**src/bbps_pkg.sv**
```systemverilog
`timescale 1ns / 1ps
package bbps_pkg;

	// configuration register indexes
	localparam logic [2:0] CfgSetpoint = 3'd0;
	localparam logic [2:0] CfgKp       = 3'd1;
	localparam logic [2:0] CfgKi       = 3'd2;
	localparam logic [2:0] CfgKd       = 3'd3;
	localparam logic [2:0] CfgPeriod   = 3'd4;
	localparam logic [2:0] CfgVelLimit = 3'd5;
	localparam logic [2:0] CfgAngleMin = 3'd6;
	localparam logic [2:0] CfgAngleMax = 3'd7;

	localparam logic [15:0] RstSetpoint = 16'd6912;
	localparam logic [15:0] RstKp       = 16'd384;
	localparam logic [15:0] RstKi       = 16'd13;
	localparam logic [15:0] RstKd       = 16'd16640;
	localparam logic [9:0]  RstPeriod   = 10'd70;
	localparam logic [15:0] RstVelLimit = 16'd9175;
	localparam logic [7:0]  RstAngleMin = 8'd30;
	localparam logic [7:0]  RstAngleMax = 8'd150;

	// divider: magnitude dividend, small positive divisor
	localparam int DivW = 33;
	localparam int DenW = 10;
	localparam int CntW = $clog2(DivW + 1);

	// dist = dur * 256 / 928 = dur * 8 / 29; angle = x * 180 / 300 = x * 3 / 5
	// both divides are a multiply by the rounded-up reciprocal and a shift:
	// ceil(2^32 / 29) exact for magnitudes below 2^27, ceil(2^29 / 5) below 2^26
	localparam logic [27:0] DistRecip = 28'd148102321;
	localparam logic [26:0] AngRecip  = 27'd107374183;

	typedef struct packed {
		logic [15:0] setpoint_q8;
		logic [15:0] kp_q8;
		logic [15:0] ki_q8;
		logic [15:0] kd_q8;
		logic [9:0]  period_ms;
		logic [15:0] vel_limit_q16;
		logic [7:0]  angle_min;
		logic [7:0]  angle_max;
	} cfg_t;

	typedef struct packed {
		logic            start;
		logic [DivW-1:0] num;
		logic [DenW-1:0] den;
	} div_req_t;

	typedef struct packed {
		logic busy;
		logic done;
	} div_stat_t;

endpackage

```
**src/bbps_div.sv**
```systemverilog
`timescale 1ns / 1ps
module bbps_div import bbps_pkg::*; (
	input  logic            clk,
	input  logic            arst_n,
	input  div_req_t        req,
	output div_stat_t       stat,
	output logic [DivW-1:0] quo
);

	logic [DivW-1:0] sh_q;
	logic [DenW-1:0] rem_q;
	logic [DenW-1:0] den_q;
	logic [CntW-1:0] cnt_q;
	logic            busy_q;
	logic            done_q;
	logic [DenW:0]   trial;
	logic [DenW:0]   diff;
	logic            fits;

	// restoring division, one quotient bit per cycle
	always_comb begin
		trial = {rem_q, sh_q[DivW-1]};
		diff  = trial - {1'b0, den_q};
		fits  = trial >= {1'b0, den_q};
	end

	always_ff @(posedge clk or negedge arst_n) begin
		if (!arst_n) begin
			busy_q <= 1'b0;
			done_q <= 1'b0;
			cnt_q  <= '0;
			sh_q   <= '0;
			rem_q  <= '0;
			den_q  <= '0;
		end else begin
			done_q <= 1'b0;
			if (req.start) begin
				sh_q   <= req.num;
				rem_q  <= '0;
				den_q  <= req.den;
				cnt_q  <= CntW'(DivW);
				busy_q <= 1'b1;
			end else if (busy_q) begin
				rem_q <= fits ? diff[DenW-1:0] : trial[DenW-1:0];
				sh_q  <= {sh_q[DivW-2:0], fits};
				cnt_q <= cnt_q - CntW'(1);
				if (cnt_q == CntW'(1)) begin
					busy_q <= 1'b0;
					done_q <= 1'b1;
				end
			end
		end
	end

	assign stat.busy = busy_q;
	assign stat.done = done_q;
	assign quo       = sh_q;

endmodule

```
**src/bbps_core.sv**
```systemverilog
`timescale 1ns / 1ps
module bbps_core import bbps_pkg::*; (
	input  logic            clk,
	input  logic            arst_n,
	input  cfg_t            cfg,
	input  logic            in_valid,
	output logic            in_ready,
	input  logic [15:0]     rise_ticks,
	input  logic [15:0]     fall_ticks,
	input  logic [7:0]      overflow_count,
	input  logic [31:0]     now_ms,
	output logic            out_valid,
	input  logic            out_ready,
	output logic [7:0]      servo_angle,
	output logic            updated,
	output logic            glitch_corrected,
	output div_req_t        div_req,
	input  div_stat_t       div_stat,
	input  logic [DivW-1:0] div_quo
);

	typedef enum logic [4:0] {
		S_IDLE, S_CHECK, S_DIST0, S_DIST1, S_ERR, S_VEL0, S_VELS, S_VEL1,
		S_GL0, S_GL1, S_GL2, S_MP, S_MI, S_MD, S_SUM, S_ADDI, S_X3,
		S_ANG0, S_ANG1, S_CLAMP, S_DONE
	} state_t;

	state_t state_q;

	logic [15:0]        rise_q, fall_q;
	logic [7:0]         ovf_q;
	logic [31:0]        now_q;
	logic [31:0]        last_time_q;
	logic signed [23:0] prev_err_q;
	logic signed [16:0] prev_vel_q;
	logic signed [23:0] prev_pos_q;
	logic signed [31:0] integ_q;
	logic [7:0]         last_drive_q;

	logic signed [33:0] dnum_q;
	logic               neg_q;
	logic signed [23:0] dist_q, err_q, pos_q;
	logic signed [16:0] vel_q;
	logic signed [24:0] pterm_q;
	logic signed [26:0] acc_q;
	logic signed [27:0] ang_q;
	logic               glitch_q;
	logic signed [57:0] prod_s1;

	logic               out_valid_q, upd_q, gl_q;
	logic [7:0]         servo_q;
	logic [7:0]         res_angle_q;
	logic               res_upd_q;

	logic [9:0]         per_eff;
	logic [31:0]        elapsed;
	logic               due;
	logic [23:0]        ovf_term;
	logic signed [24:0] dur;
	logic signed [33:0] dneg;
	logic [DivW-1:0]    dmag;
	logic signed [23:0] qd24, dist_next;
	logic signed [16:0] qv, vel_next;
	logic signed [27:0] qa;
	logic signed [28:0] mul_a;
	logic signed [28:0] mul_b;
	logic signed [57:0] sh8, sh16, sh24, it8;
	logic signed [33:0] isum;
	logic               err_big;
	logic signed [27:0] amin, amax, ang_lo;
	logic [7:0]         ang_final;

	function automatic logic signed [57:0] shr_trunc(input logic signed [57:0] v,
		input int unsigned k);
		logic signed [57:0] bias;
		bias = v[57] ? ((58'sd1 <<< k) - 58'sd1) : 58'sd0;
		return (v + bias) >>> k;
	endfunction

	function automatic logic signed [23:0] sat24(input logic signed [25:0] v);
		logic signed [23:0] r;
		if (v > 26'sd8388607) r = 24'sh7FFFFF;
		else if (v < -26'sd8388608) r = 24'sh800000;
		else r = v[23:0];
		return r;
	endfunction

	function automatic logic signed [31:0] sat32(input logic signed [33:0] v);
		logic signed [31:0] r;
		if (v > 34'sd2147483647) r = 32'sh7FFFFFFF;
		else if (v < -34'sd2147483648) r = 32'sh80000000;
		else r = v[31:0];
		return r;
	endfunction

	always_comb begin
		per_eff  = (cfg.period_ms == 10'd0) ? 10'd1 : cfg.period_ms;
		elapsed  = now_q - last_time_q;
		due      = elapsed > {22'd0, per_eff};
		ovf_term = {ovf_q, 16'd0} - {16'd0, ovf_q};
		dur      = $signed({9'd0, fall_q}) - $signed({9'd0, rise_q})
		         + $signed({1'b0, ovf_term});

		dneg = -dnum_q;
		dmag = dnum_q[33] ? dneg[DivW-1:0] : dnum_q[DivW-1:0];

		// reciprocal products: distance takes bits above 2^32, angle above 2^29
		qd24      = $signed({1'b0, prod_s1[54:32]});
		dist_next = neg_q ? -qd24 : qd24;
		qv        = $signed({1'b0, div_quo[15:0]});
		vel_next  = neg_q ? -qv : qv;
		qa        = $signed({1'b0, prod_s1[55:29]});

		sh8  = shr_trunc(prod_s1, 8);
		sh16 = shr_trunc(prod_s1, 16);
		sh24 = shr_trunc(prod_s1, 24);
		it8  = shr_trunc(58'(integ_q), 8);
		isum = 34'(integ_q) + $signed(sh8[33:0]);
		err_big = (err_q > 24'sd256) || (err_q < -24'sd256);

		amin      = $signed({20'd0, cfg.angle_min});
		amax      = $signed({20'd0, cfg.angle_max});
		ang_lo    = (ang_q < amin) ? amin : ang_q;
		ang_final = (ang_lo > amax) ? cfg.angle_max : ang_lo[7:0];
	end

	// shared multiplier operands
	always_comb begin
		unique case (state_q)
			S_DIST0: begin
				mul_a = $signed({1'b0, DistRecip});
				mul_b = $signed({1'b0, dmag[27:0]});
			end
			S_GL0: begin
				mul_a = 29'(vel_q);
				mul_b = $signed({19'd0, per_eff});
			end
			S_MP: begin
				mul_a = $signed({13'd0, cfg.kp_q8});
				mul_b = 29'(err_q);
			end
			S_MI: begin
				mul_a = $signed({13'd0, cfg.ki_q8});
				mul_b = 29'(err_q);
			end
			S_MD: begin
				mul_a = $signed({13'd0, cfg.kd_q8});
				mul_b = 29'(vel_q);
			end
			S_ANG0: begin
				mul_a = $signed({2'b0, AngRecip});
				mul_b = $signed({1'b0, dmag[27:0]});
			end
			default: begin
				mul_a = '0;
				mul_b = '0;
			end
		endcase
	end

	always_ff @(posedge clk) begin
		prod_s1 <= mul_a * mul_b;
	end

	always_comb begin
		div_req.num   = dmag;
		div_req.den   = per_eff;
		div_req.start = (state_q == S_VELS);
	end

	always_ff @(posedge clk or negedge arst_n) begin
		if (!arst_n) begin
			state_q      <= S_IDLE;
			rise_q       <= '0;
			fall_q       <= '0;
			ovf_q        <= '0;
			now_q        <= '0;
			last_time_q  <= '0;
			prev_err_q   <= '0;
			prev_vel_q   <= 17'sd655;
			prev_pos_q   <= '0;
			integ_q      <= '0;
			last_drive_q <= '0;
			dnum_q       <= '0;
			neg_q        <= 1'b0;
			dist_q       <= '0;
			err_q        <= '0;
			pos_q        <= '0;
			vel_q        <= '0;
			pterm_q      <= '0;
			acc_q        <= '0;
			ang_q        <= '0;
			glitch_q     <= 1'b0;
			res_angle_q  <= '0;
			res_upd_q    <= 1'b0;
			out_valid_q  <= 1'b0;
			servo_q      <= '0;
			upd_q        <= 1'b0;
			gl_q         <= 1'b0;
		end else begin
			// S_DONE reloads the output register itself
			if (out_valid_q && out_ready && state_q != S_DONE) out_valid_q <= 1'b0;
			unique case (state_q)
				S_IDLE: begin
					if (in_valid) begin
						rise_q  <= rise_ticks;
						fall_q  <= fall_ticks;
						ovf_q   <= overflow_count;
						now_q   <= now_ms;
						state_q <= S_CHECK;
					end
				end
				S_CHECK: begin
					glitch_q <= 1'b0;
					if (due) begin
						last_time_q <= now_q;
						dnum_q      <= 34'(dur) <<< 3;
						state_q     <= S_DIST0;
					end else begin
						res_angle_q <= last_drive_q;
						res_upd_q   <= 1'b0;
						state_q     <= S_DONE;
					end
				end
				S_DIST0: begin
					neg_q   <= dnum_q[33];
					state_q <= S_DIST1;
				end
				S_DIST1: begin
					dist_q  <= dist_next;
					state_q <= S_ERR;
				end
				S_ERR: begin
					err_q   <= sat24($signed({10'd0, cfg.setpoint_q8}) - 26'(dist_q));
					state_q <= S_VEL0;
				end
				S_VEL0: begin
					dnum_q  <= 34'(25'(err_q) - 25'(prev_err_q)) <<< 8;
					state_q <= S_VELS;
				end
				S_VELS: begin
					neg_q   <= dnum_q[33];
					state_q <= S_VEL1;
				end
				S_VEL1: begin
					if (div_stat.done) begin
						// magnitude above the limit in either direction is a glitch
						if (div_quo > {17'd0, cfg.vel_limit_q16}) begin
							vel_q    <= prev_vel_q;
							glitch_q <= 1'b1;
							state_q  <= S_GL0;
						end else begin
							vel_q   <= vel_next;
							pos_q   <= dist_q;
							state_q <= S_MP;
						end
					end
				end
				S_GL0: state_q <= S_GL1;
				S_GL1: begin
					pos_q   <= sat24(26'(prev_pos_q) + $signed(sh8[25:0]));
					state_q <= S_GL2;
				end
				S_GL2: begin
					err_q   <= sat24($signed({10'd0, cfg.setpoint_q8}) - 26'(pos_q));
					state_q <= S_MP;
				end
				S_MP: state_q <= S_MI;
				S_MI: begin
					pterm_q <= $signed(sh16[24:0]);
					state_q <= S_MD;
				end
				S_MD: begin
					integ_q <= err_big ? sat32(isum) : 32'sd0;
					state_q <= S_SUM;
				end
				S_SUM: begin
					acc_q   <= 27'(pterm_q) + 27'($signed(sh24[11:0])) + 27'sd150;
					state_q <= S_ADDI;
				end
				S_ADDI: begin
					acc_q   <= acc_q + 27'($signed(it8[23:0]));
					state_q <= S_X3;
				end
				S_X3: begin
					dnum_q  <= (34'(acc_q) <<< 1) + 34'(acc_q);
					state_q <= S_ANG0;
				end
				S_ANG0: begin
					neg_q   <= dnum_q[33];
					state_q <= S_ANG1;
				end
				S_ANG1: begin
					ang_q   <= neg_q ? -qa : qa;
					state_q <= S_CLAMP;
				end
				S_CLAMP: begin
					res_angle_q  <= ang_final;
					res_upd_q    <= 1'b1;
					last_drive_q <= ang_final;
					prev_err_q   <= err_q;
					prev_vel_q   <= vel_q;
					prev_pos_q   <= pos_q;
					state_q      <= S_DONE;
				end
				S_DONE: begin
					if (!out_valid_q || out_ready) begin
						out_valid_q <= 1'b1;
						servo_q     <= res_angle_q;
						upd_q       <= res_upd_q;
						gl_q        <= glitch_q;
						state_q     <= S_IDLE;
					end
				end
				default: state_q <= S_IDLE;
			endcase
		end
	end

	assign in_ready         = (state_q == S_IDLE);
	assign out_valid        = out_valid_q;
	assign servo_angle      = servo_q;
	assign updated          = upd_q;
	assign glitch_corrected = gl_q;

`ifndef SYNTH
	a_div_idle_start: assert property (@(posedge clk) disable iff (!arst_n)
		div_req.start |-> !div_stat.busy)
		else $error("divider started while busy");

	a_div_done_wait: assert property (@(posedge clk) disable iff (!arst_n)
		div_stat.done |-> (state_q == S_VEL1))
		else $error("divider result outside a wait state");

	a_one_request: assert property (@(posedge clk) disable iff (!arst_n)
		in_valid && in_ready |=> !in_ready)
		else $error("second request taken while busy");

	a_angle_range: assert property (@(posedge clk) disable iff (!arst_n)
		out_valid && updated && (cfg.angle_min <= cfg.angle_max)
		|-> (servo_angle >= cfg.angle_min) && (servo_angle <= cfg.angle_max))
		else $error("drive angle outside limits");

	a_glitch_update: assert property (@(posedge clk) disable iff (!arst_n)
		out_valid && glitch_corrected |-> updated)
		else $error("glitch flag without update");
`endif

endmodule

```
**src/ball_beam_pid_servo_drive.sv**
```systemverilog
`timescale 1ns / 1ps
// A request with no control update is answered without a control computation.
// An update's time is set mostly by one pass of the restoring divider (velocity), and
// glitch correction adds to it; distance and angle use multiplies.
// Throughput: one request at a time, the next taken the cycle after the result is
// posted; a finished result waits in the output register.
// Reset (arst_n low, asynchronous) restores the register defaults and state.
module ball_beam_pid_servo_drive import bbps_pkg::*; (
	input  logic        clk,
	input  logic        arst_n,
	input  logic        cfg_we,
	input  logic [2:0]  cfg_index,
	input  logic [15:0] cfg_data,
	input  logic        in_valid,
	output logic        in_ready,
	input  logic [15:0] rise_ticks,
	input  logic [15:0] fall_ticks,
	input  logic [7:0]  overflow_count,
	input  logic [31:0] now_ms,
	output logic        out_valid,
	input  logic        out_ready,
	output logic [7:0]  servo_angle,
	output logic        updated,
	output logic        glitch_corrected
);

	cfg_t            cfg_q;
	div_req_t        div_req;
	div_stat_t       div_stat;
	logic [DivW-1:0] div_quo;

	always_ff @(posedge clk or negedge arst_n) begin
		if (!arst_n) begin
			cfg_q.setpoint_q8   <= RstSetpoint;
			cfg_q.kp_q8         <= RstKp;
			cfg_q.ki_q8         <= RstKi;
			cfg_q.kd_q8         <= RstKd;
			cfg_q.period_ms     <= RstPeriod;
			cfg_q.vel_limit_q16 <= RstVelLimit;
			cfg_q.angle_min     <= RstAngleMin;
			cfg_q.angle_max     <= RstAngleMax;
		end else if (cfg_we) begin
			unique case (cfg_index)
				CfgSetpoint: cfg_q.setpoint_q8   <= cfg_data;
				CfgKp:       cfg_q.kp_q8         <= cfg_data;
				CfgKi:       cfg_q.ki_q8         <= cfg_data;
				CfgKd:       cfg_q.kd_q8         <= cfg_data;
				CfgPeriod:   cfg_q.period_ms     <= cfg_data[9:0];
				CfgVelLimit: cfg_q.vel_limit_q16 <= cfg_data;
				CfgAngleMin: cfg_q.angle_min     <= cfg_data[7:0];
				CfgAngleMax: cfg_q.angle_max     <= cfg_data[7:0];
			endcase
		end
	end

	bbps_div u_div (
		.clk    (clk),
		.arst_n (arst_n),
		.req    (div_req),
		.stat   (div_stat),
		.quo    (div_quo)
	);

	bbps_core u_core (
		.clk              (clk),
		.arst_n           (arst_n),
		.cfg              (cfg_q),
		.in_valid         (in_valid),
		.in_ready         (in_ready),
		.rise_ticks       (rise_ticks),
		.fall_ticks       (fall_ticks),
		.overflow_count   (overflow_count),
		.now_ms           (now_ms),
		.out_valid        (out_valid),
		.out_ready        (out_ready),
		.servo_angle      (servo_angle),
		.updated          (updated),
		.glitch_corrected (glitch_corrected),
		.div_req          (div_req),
		.div_stat         (div_stat),
		.div_quo          (div_quo)
	);

endmodule
```
**config.mk**
```make
export PLATFORM = sky130hd
export DESIGN_NAME = ball_beam_pid_servo_drive
export DESIGN_NICKNAME = d
export VERILOG_FILES = /design/src/bbps_pkg.sv /design/src/bbps_div.sv /design/src/bbps_core.sv /design/src/ball_beam_pid_servo_drive.sv
export SDC_FILE = /design/constraint.sdc
export NUM_CORES = 2
export LEC_CHECK = 0
export ABC_AREA = 0
export BUFFER_PORTS_ARGS = -buffer_cell sky130_fd_sc_hd__buf_2
export CAP_MARGIN = 20
export CORE_UTILIZATION = 55
export DETAILED_ROUTE_END_ITERATION = 7
export HOLD_SLACK_MARGIN = 0.03
export PLACE_DENSITY = 0.77
export SYNTH_ARGS = -nofsm -noshare
export SYNTH_HDL_FRONTEND = slang
export SYNTH_SLANG_ARGS = --single-unit
```
**constraint.sdc**
```tcl
create_clock -name clk -period 10.5 [get_ports clk]
set_input_delay 0 -clock clk [delete_from_list [all_inputs] [get_ports clk]]
set_output_delay 0 -clock clk [all_outputs]
set_load 0.005 [all_outputs]
```
# Word level (Yosys, flattened, before mapping)
# Cells that the tools add are included.
# totals
register_bits	664
inputBits	96
elab_cells	211
# op_classes
add_sub_neg	23
multipliers	1
magnitude_cmp	15
eq_ne	36
mux	59
reduce_logical	35
# ops
op	n
2-to-1 mux 24 bit	10
case mux 29 bit (6 select lines)	1
case mux 29 bit (4 select lines)	1
case mux 5 bit (21 select lines)	1
case mux 34 bit (3 select lines)	1
2-to-1 mux 33 bit	3
2-to-1 mux 32 bit	3
case mux 24 bit (2 select lines)	2
> comparator 26 x 24 -> 1 bit, second input constant	3
< comparator 26 x 24 -> 1 bit, second input constant	3
multiplier 29 x 29 -> 58 bit	1
2-to-1 mux 28 bit	2
case mux 27 bit (2 select lines)	1
subtractor 17 x 24 -> 25 bit	2
adder 42 x 9 -> 42 bit	1
adder 41 x 17 -> 41 bit	1
== test 5 x 4 -> 1 bit, second input constant	8
2-to-1 mux 10 bit	4
adder 36 x 25 -> 36 bit	1
adder 32 x 34 -> 34 bit	1
> comparator 34 x 32 -> 1 bit, second input constant	1
< comparator 34 x 32 -> 1 bit, second input constant	1
2-to-1 mux 17 bit	2
2-to-1 mux 34 bit	1
other kinds (55)	114

# Longest topological paths before layout
# depth
ltp_word	7
mapped_depth	38
ltp_nobuf	36

# Hierarchy
# From an unflattened synthesis, not the netlist that was laid out.
# unflattened
hier_cells	8159
area_unflattened_um2	74775.5
# modules_own_cells
module	instances	cells_per_inst	area_per_inst_um2	seq_area_each_um2
bbps_core	1	7594	67402.1	12109.1
ball_beam_pid_servo_drive	1	232	4115.2	2691.3
bbps_div	1	333	3258.1	1526.5

# Least setup slack after synthesis
# OpenSTA, ideal clock, no wires.
# synth_path
path_kind	register -> register
startpoint	register u_core.dnum_q[4]
endpoint	register u_core.prod_s1[57]
setup_ps	135
arrival_time_ps	10041
t_required_ps	10365
slack_ps	324
path_stages_with_launch	35
n_path_buf	2
period_less_slack_ps	10176
cell_sequence	dfrtp_1 or4_4 nor4_4 nand3_2 or3_1 or4_4 or4_4 o41ai_2 xor2_1 or2_2 and2_1 buf_6 buf_8 nor2_1 fa_1 fa_1 fa_1 fa_1 fa_1 fa_1 fa_1 inv_1 fa_1 inv_1 ha_1 a21oi_1 o21ai_0 a221o_1 a31oi_1 o21ai_0 nor3b_1 o211ai_1 a21oi_1 o21ai_0 a211oi_1
# synth_between
elab_chain_cells	4
# synth_rtl
item	line_no	text
start, declared	bbps_core.sv:40	logic signed [33:0] dnum_q;
start signal, assigned	bbps_core.sv:217	dnum_q <= 34'(dur) <<< 3;
start signal, assigned	bbps_core.sv:238	dnum_q <= 34'(25'(err_q) - 25'(prev_err_q)) <<< 8;
start signal, assigned	bbps_core.sv:286	dnum_q <= (34'(acc_q) <<< 1) + 34'(acc_q);
negation 33 bit	bbps_core.sv:104	dneg = -dnum_q;
2-to-1 mux 33 bit (*)	bbps_core.sv:105	dmag = dnum_q[33] ? dneg[DivW-1:0] : dnum_q[DivW-1:0];
case mux 29 bit (4 select lines) (*)	bbps_core.sv:129	unique case (state_q)
multiplier 29 x 29 -> 58 bit (*)	bbps_core.sv:162	prod_s1 <= mul_a * mul_b;
end signal, assigned	bbps_core.sv:162	
end, declared	bbps_core.sv:48	logic signed [57:0] prod_s1;
# Mark *: on every way between the ends. The rest lies on a longest branch, timed or not.
# A chain may end at the register's enable or synchronous reset.

# Worst setup path after layout
# layout_path
startpoint	register u_core.dnum_q[5]
endpoint	register u_core.prod_s1[54]
# Same word-level chain as after synthesis.

==> results.json <==
{
  "outcome": "complete, no violations",
  "r2r_slack_ps": 130,
  "synth-edff-count": 0,
  "dr_total_vias": 62400,
  "drt-initial-drc-count": 6226,
  "synthTopCellsByArea": "fa_1 (25%), dfrtp_1 (19%), ha_1 (8.8%)",
  "gp_congestion": 1.03,
  "routedWlPerCell_um": 23.5,
  "nets": 10200,
  "portBuffers": 107,
  "finClkSkew_ps": 44.7,
  "timing.fmax_ghz": 0.0965,
  "synth_top_area_cell": "fa_1",
  "cts-buffers-inserted": 77,
  "r2r_cells": 39,
  "multiInputGateArea_mm2": 0.0531,
  "drt_first_pass_iters": 8,
  "regArea_mm2": 0.0163,
  "synth_adder_area_share_pct": 33.4,
  "grt_usage_pct": 36.6,
  "root_buffer": "clkbuf_16",
  "synthDistinctLibCells": 96,
  "area_delta_synth_final_pct": 12.6,
  "cpPeakStageDelay_ps": 580,
  "rows": 134,
  "overflow": 0,
  "slew_viol_final": 0,
  "hpwl_um": 197000,
  "ctsHtreeMaxLevel": 3,
  "use_met1_pct": 47.4,
  "synth_flop_cell": "dfrtp_1",
  "drt_wl_total_um": 246000,
  "synthCells": 8204,
  "worstPathArrival_ps": 10990,
  "worstPathMaxFanout": 7,
  "core-area_mm2": 0.134,
  "drc": 0,
  "cp-start-kind": "flop",
  "muxShareOfSynthArea_pct": 3.60,
  "clkTransAtPathRegs_ps": 70,
  "dieArea_mm2": 0.137,
  "clk_path_buf_depth": 3,
  "synth_xor_xnor_area_share_pct": 5.74,
  "clock-sinks": 662,
  "end_kind": "flop",
  "grt_max_degree": 175,
  "hold_viol": 0,
  "min_path_type": "in -> reg",
  "tightest_slew_ps": 1100,
  "ys_seq_area_share_pct": 21.9,
  "via_per_inst": 5.95,
  "num_io_pins": 108,
  "period_share_pct": 98.7,
  "cpMostUsedCell": "fa_1",
  "cp-startpoint": "u_core.dnum_q[5]",
  "ys_seq_elements": 662,
  "use_met3_pct": 8.15,
  "ys.warnings.count": 0,
  "grt_pass1_wl_um": 379000,
  "synth_top_area_share_pct": 24.5,
  "grt_antenna_before_repair": 15,
  "reg2reg_from": "u_core.dnum_q[5]",
  "grt_use_met2_pct": 57.5,
  "critical_path_class": "reg -> reg",
  "start_util_pct": 55.6,
  "slowest_stage": "fa_1",
  "required_ps": 11130,
  "yosys.area_share.simple_pct": 13.3,
  "synth_top_family_by_area": "adder cells",
  "timing.rr.end": "u_core.prod_s1[54]",
  "drive_above_1_share_pct": 11.8,
  "netlist_area_mm2": 0.0745,
  "grt-busiest-layer": "met2",
  "synthArstFlopShare_pct": 91.4,
  "crit_end": "u_core.prod_s1[54]",
  "grt_pass1_vias": 63500,
  "fillers": 11000,
  "finalCriticalPeriod_ps": 10370,
  "cap_viol_max_count": 0,
  "synth_area_per_cell_um2": 9.08,
  "max_slew_margin_pct": 26.4,
  "cts_tree": "yes",
  "chipWidth_um": 370,
  "tns_ps": 0,
  "die_y_um": 370,
  "setup_viol": 0,
  "clock_latency_ps": 700,
  "synth_compound_area_share_pct": 14.2,
  "rsz0062_at_grt": "yes",
  "drtAntennaViolNets": 0
}
## synthesized netlist by cell type, drive strengths merged, types with 66 or more instances
| master | count |
|---|---|
| inv | 1268 |
| nand2 | 935 |
| fa | 913 |
| dfrtp | 568 |
| nor2 | 551 |
| ha | 525 |
| o21ai | 447 |
| a21oi | 366 |
| xnor2 | 307 |
| clkbuf | 280 |
| mux2 | 207 |
| xor2 | 181 |
| a21o | 133 |
| nand3 | 109 |
| nor3 | 107 |
| nor2b | 96 |
| a211oi | 88 |
| nand2b | 66 |
## placed cells by master, fill, tap and decap left out, types with 35 or more instances in the layout
| cell type | count |
|---|---|
| dfrtp_1 | 567 |
| nand2b_1 | 66 |
| or3_1 | 47 |
| a21o_1 | 133 |
| and2_1 | 38 |
| o21a_1 | 65 |
| o21ai_0 | 422 |
| dfstp_2 | 37 |
| mux2i_1 | 35 |
| nor3_1 | 102 |
| dlygate4sd3_1 | 100 |
| a21oi_1 | 355 |
| ha_1 | 520 |
| o211ai_1 | 38 |
| clkbuf_16 | 82 |
| buf_2 | 106 |
| mux2_2 | 207 |
| nand4_1 | 56 |
| fa_1 | 905 |
| buf_4 | 349 |
| o31ai_1 | 50 |
| a31oi_1 | 36 |
| nor2b_1 | 96 |
| inv_1 | 1264 |
| dfxtp_1 | 57 |
| a221o_1 | 45 |
| nor2_1 | 534 |
| conb_1 | 72 |
| nand3_1 | 104 |
| xor2_1 | 178 |
| nand2_1 | 930 |
| nor4_1 | 35 |
| xnor2_1 | 307 |
| a211oi_1 | 73 |
## worst min-delay path by stage
| stage | startpoint | endpoint | slack, ps | cells after the start |
|---|---|---|---|---|
| detailed placement | arst_n | u_core.servo_angle[2] | 50 | 1 |
| CTS | fall_ticks[3] | u_core.fall_q[3] | 40 | 3 |
| global route | rise_ticks[9] | u_core.rise_q[9] | 70 | 3 |
| global placement | arst_n | u_core.servo_angle[2] | 50 | 1 |
| finish | rise_ticks[9] | u_core.rise_q[9] | 70 | 3 |
| floorplan | arst_n | cfg_q[0] | -300 | 0 |
## timing repair
action	in CTS	in global routing
buffers inserted	3	11
gates cloned	0	0
endpoints found under the setup margin	10	18
hold buffers	101	0
endpoints found under the hold margin	268	0
pin swaps	19	56
gates resized for setup	32	66
## flip-flops by register name, summed over array words and instances, names as in the netlist, 25 cells and up
register and count:
u_div.quo 33, u_core.integ_q 32, u_core.dnum_q 33, u_core.last_time_q 32, u_core.now_q 32, u_core.prod_s1 57, u_core.ang_q 28, u_core.acc_q 27
cfg_q 106, u_core.pterm_q 25
## worst max-delay path, delay by kind of cell (launching register included)
family	cells	cell delay, ps
compound gates	10	1730
xor+xnor	2	210
fa+ha+maj	9	4270
buf+inv	8	970
flops	1	370
simple gates	10	2720
## area by class of cell
type,count,share of cell area (%)
clock buffer,105,2.72
inverter,1269,5.68
multi-input combinational,6046,63.3
tap,1768,2.64
antenna,10,0.0298
sequential,662,19.5
clock inverter,38,0.534
timing repair buffer,587,5.63
## metal layers
| layer | part of all wire (%) | vias to the layer above |
|---|---|---|
| met5 | 0.016 | - |
| met4 | 6.2 | 6 |
| met3 | 9.5 | 623 |
| met2 | 45 | 2778 |
| met1 | 39 | 31000 |
| li1 | - | 28000 |
## cell families after synthesis
| kind of cell | after synthesis |
|---|---|
| AOI/OAI and AO/OA | 1618 |
| adders and majority gates | 1438 |
| xor gates and xnor gates | 488 |
| muxes | 242 |
| and+or+nand+nor | 2188 |
| buffers and inverters | 1566 |
| DFF | 662 |
| other | 2 |
## stage by stage
| stage | setup WS [ps] | instances | util [%] | hold slack [ps] | cell area (µm²) |
|---|---|---|---|---|---|
| after global placement | -373 | 10200 | 59.4 | 46.2 | 79500 |
| after global routing | -157 | 10500 | 62.6 | 70.6 | 83900 |
| after CTS | 0.858 | 10500 | 62.3 | 43.0 | 83400 |
| after detailed placement | -482 | 10200 | 59.4 | 46.4 | 79500 |
| after floorplan | 324 | 8274 | - | -296 | 74700 |
| final | 133 | 10500 | 62.6 | 66.4 | 83900 |
Power is left out: the tool's default activity adds up to more than one toggle a clock period on the data nets, which glitch-free logic cannot reach.
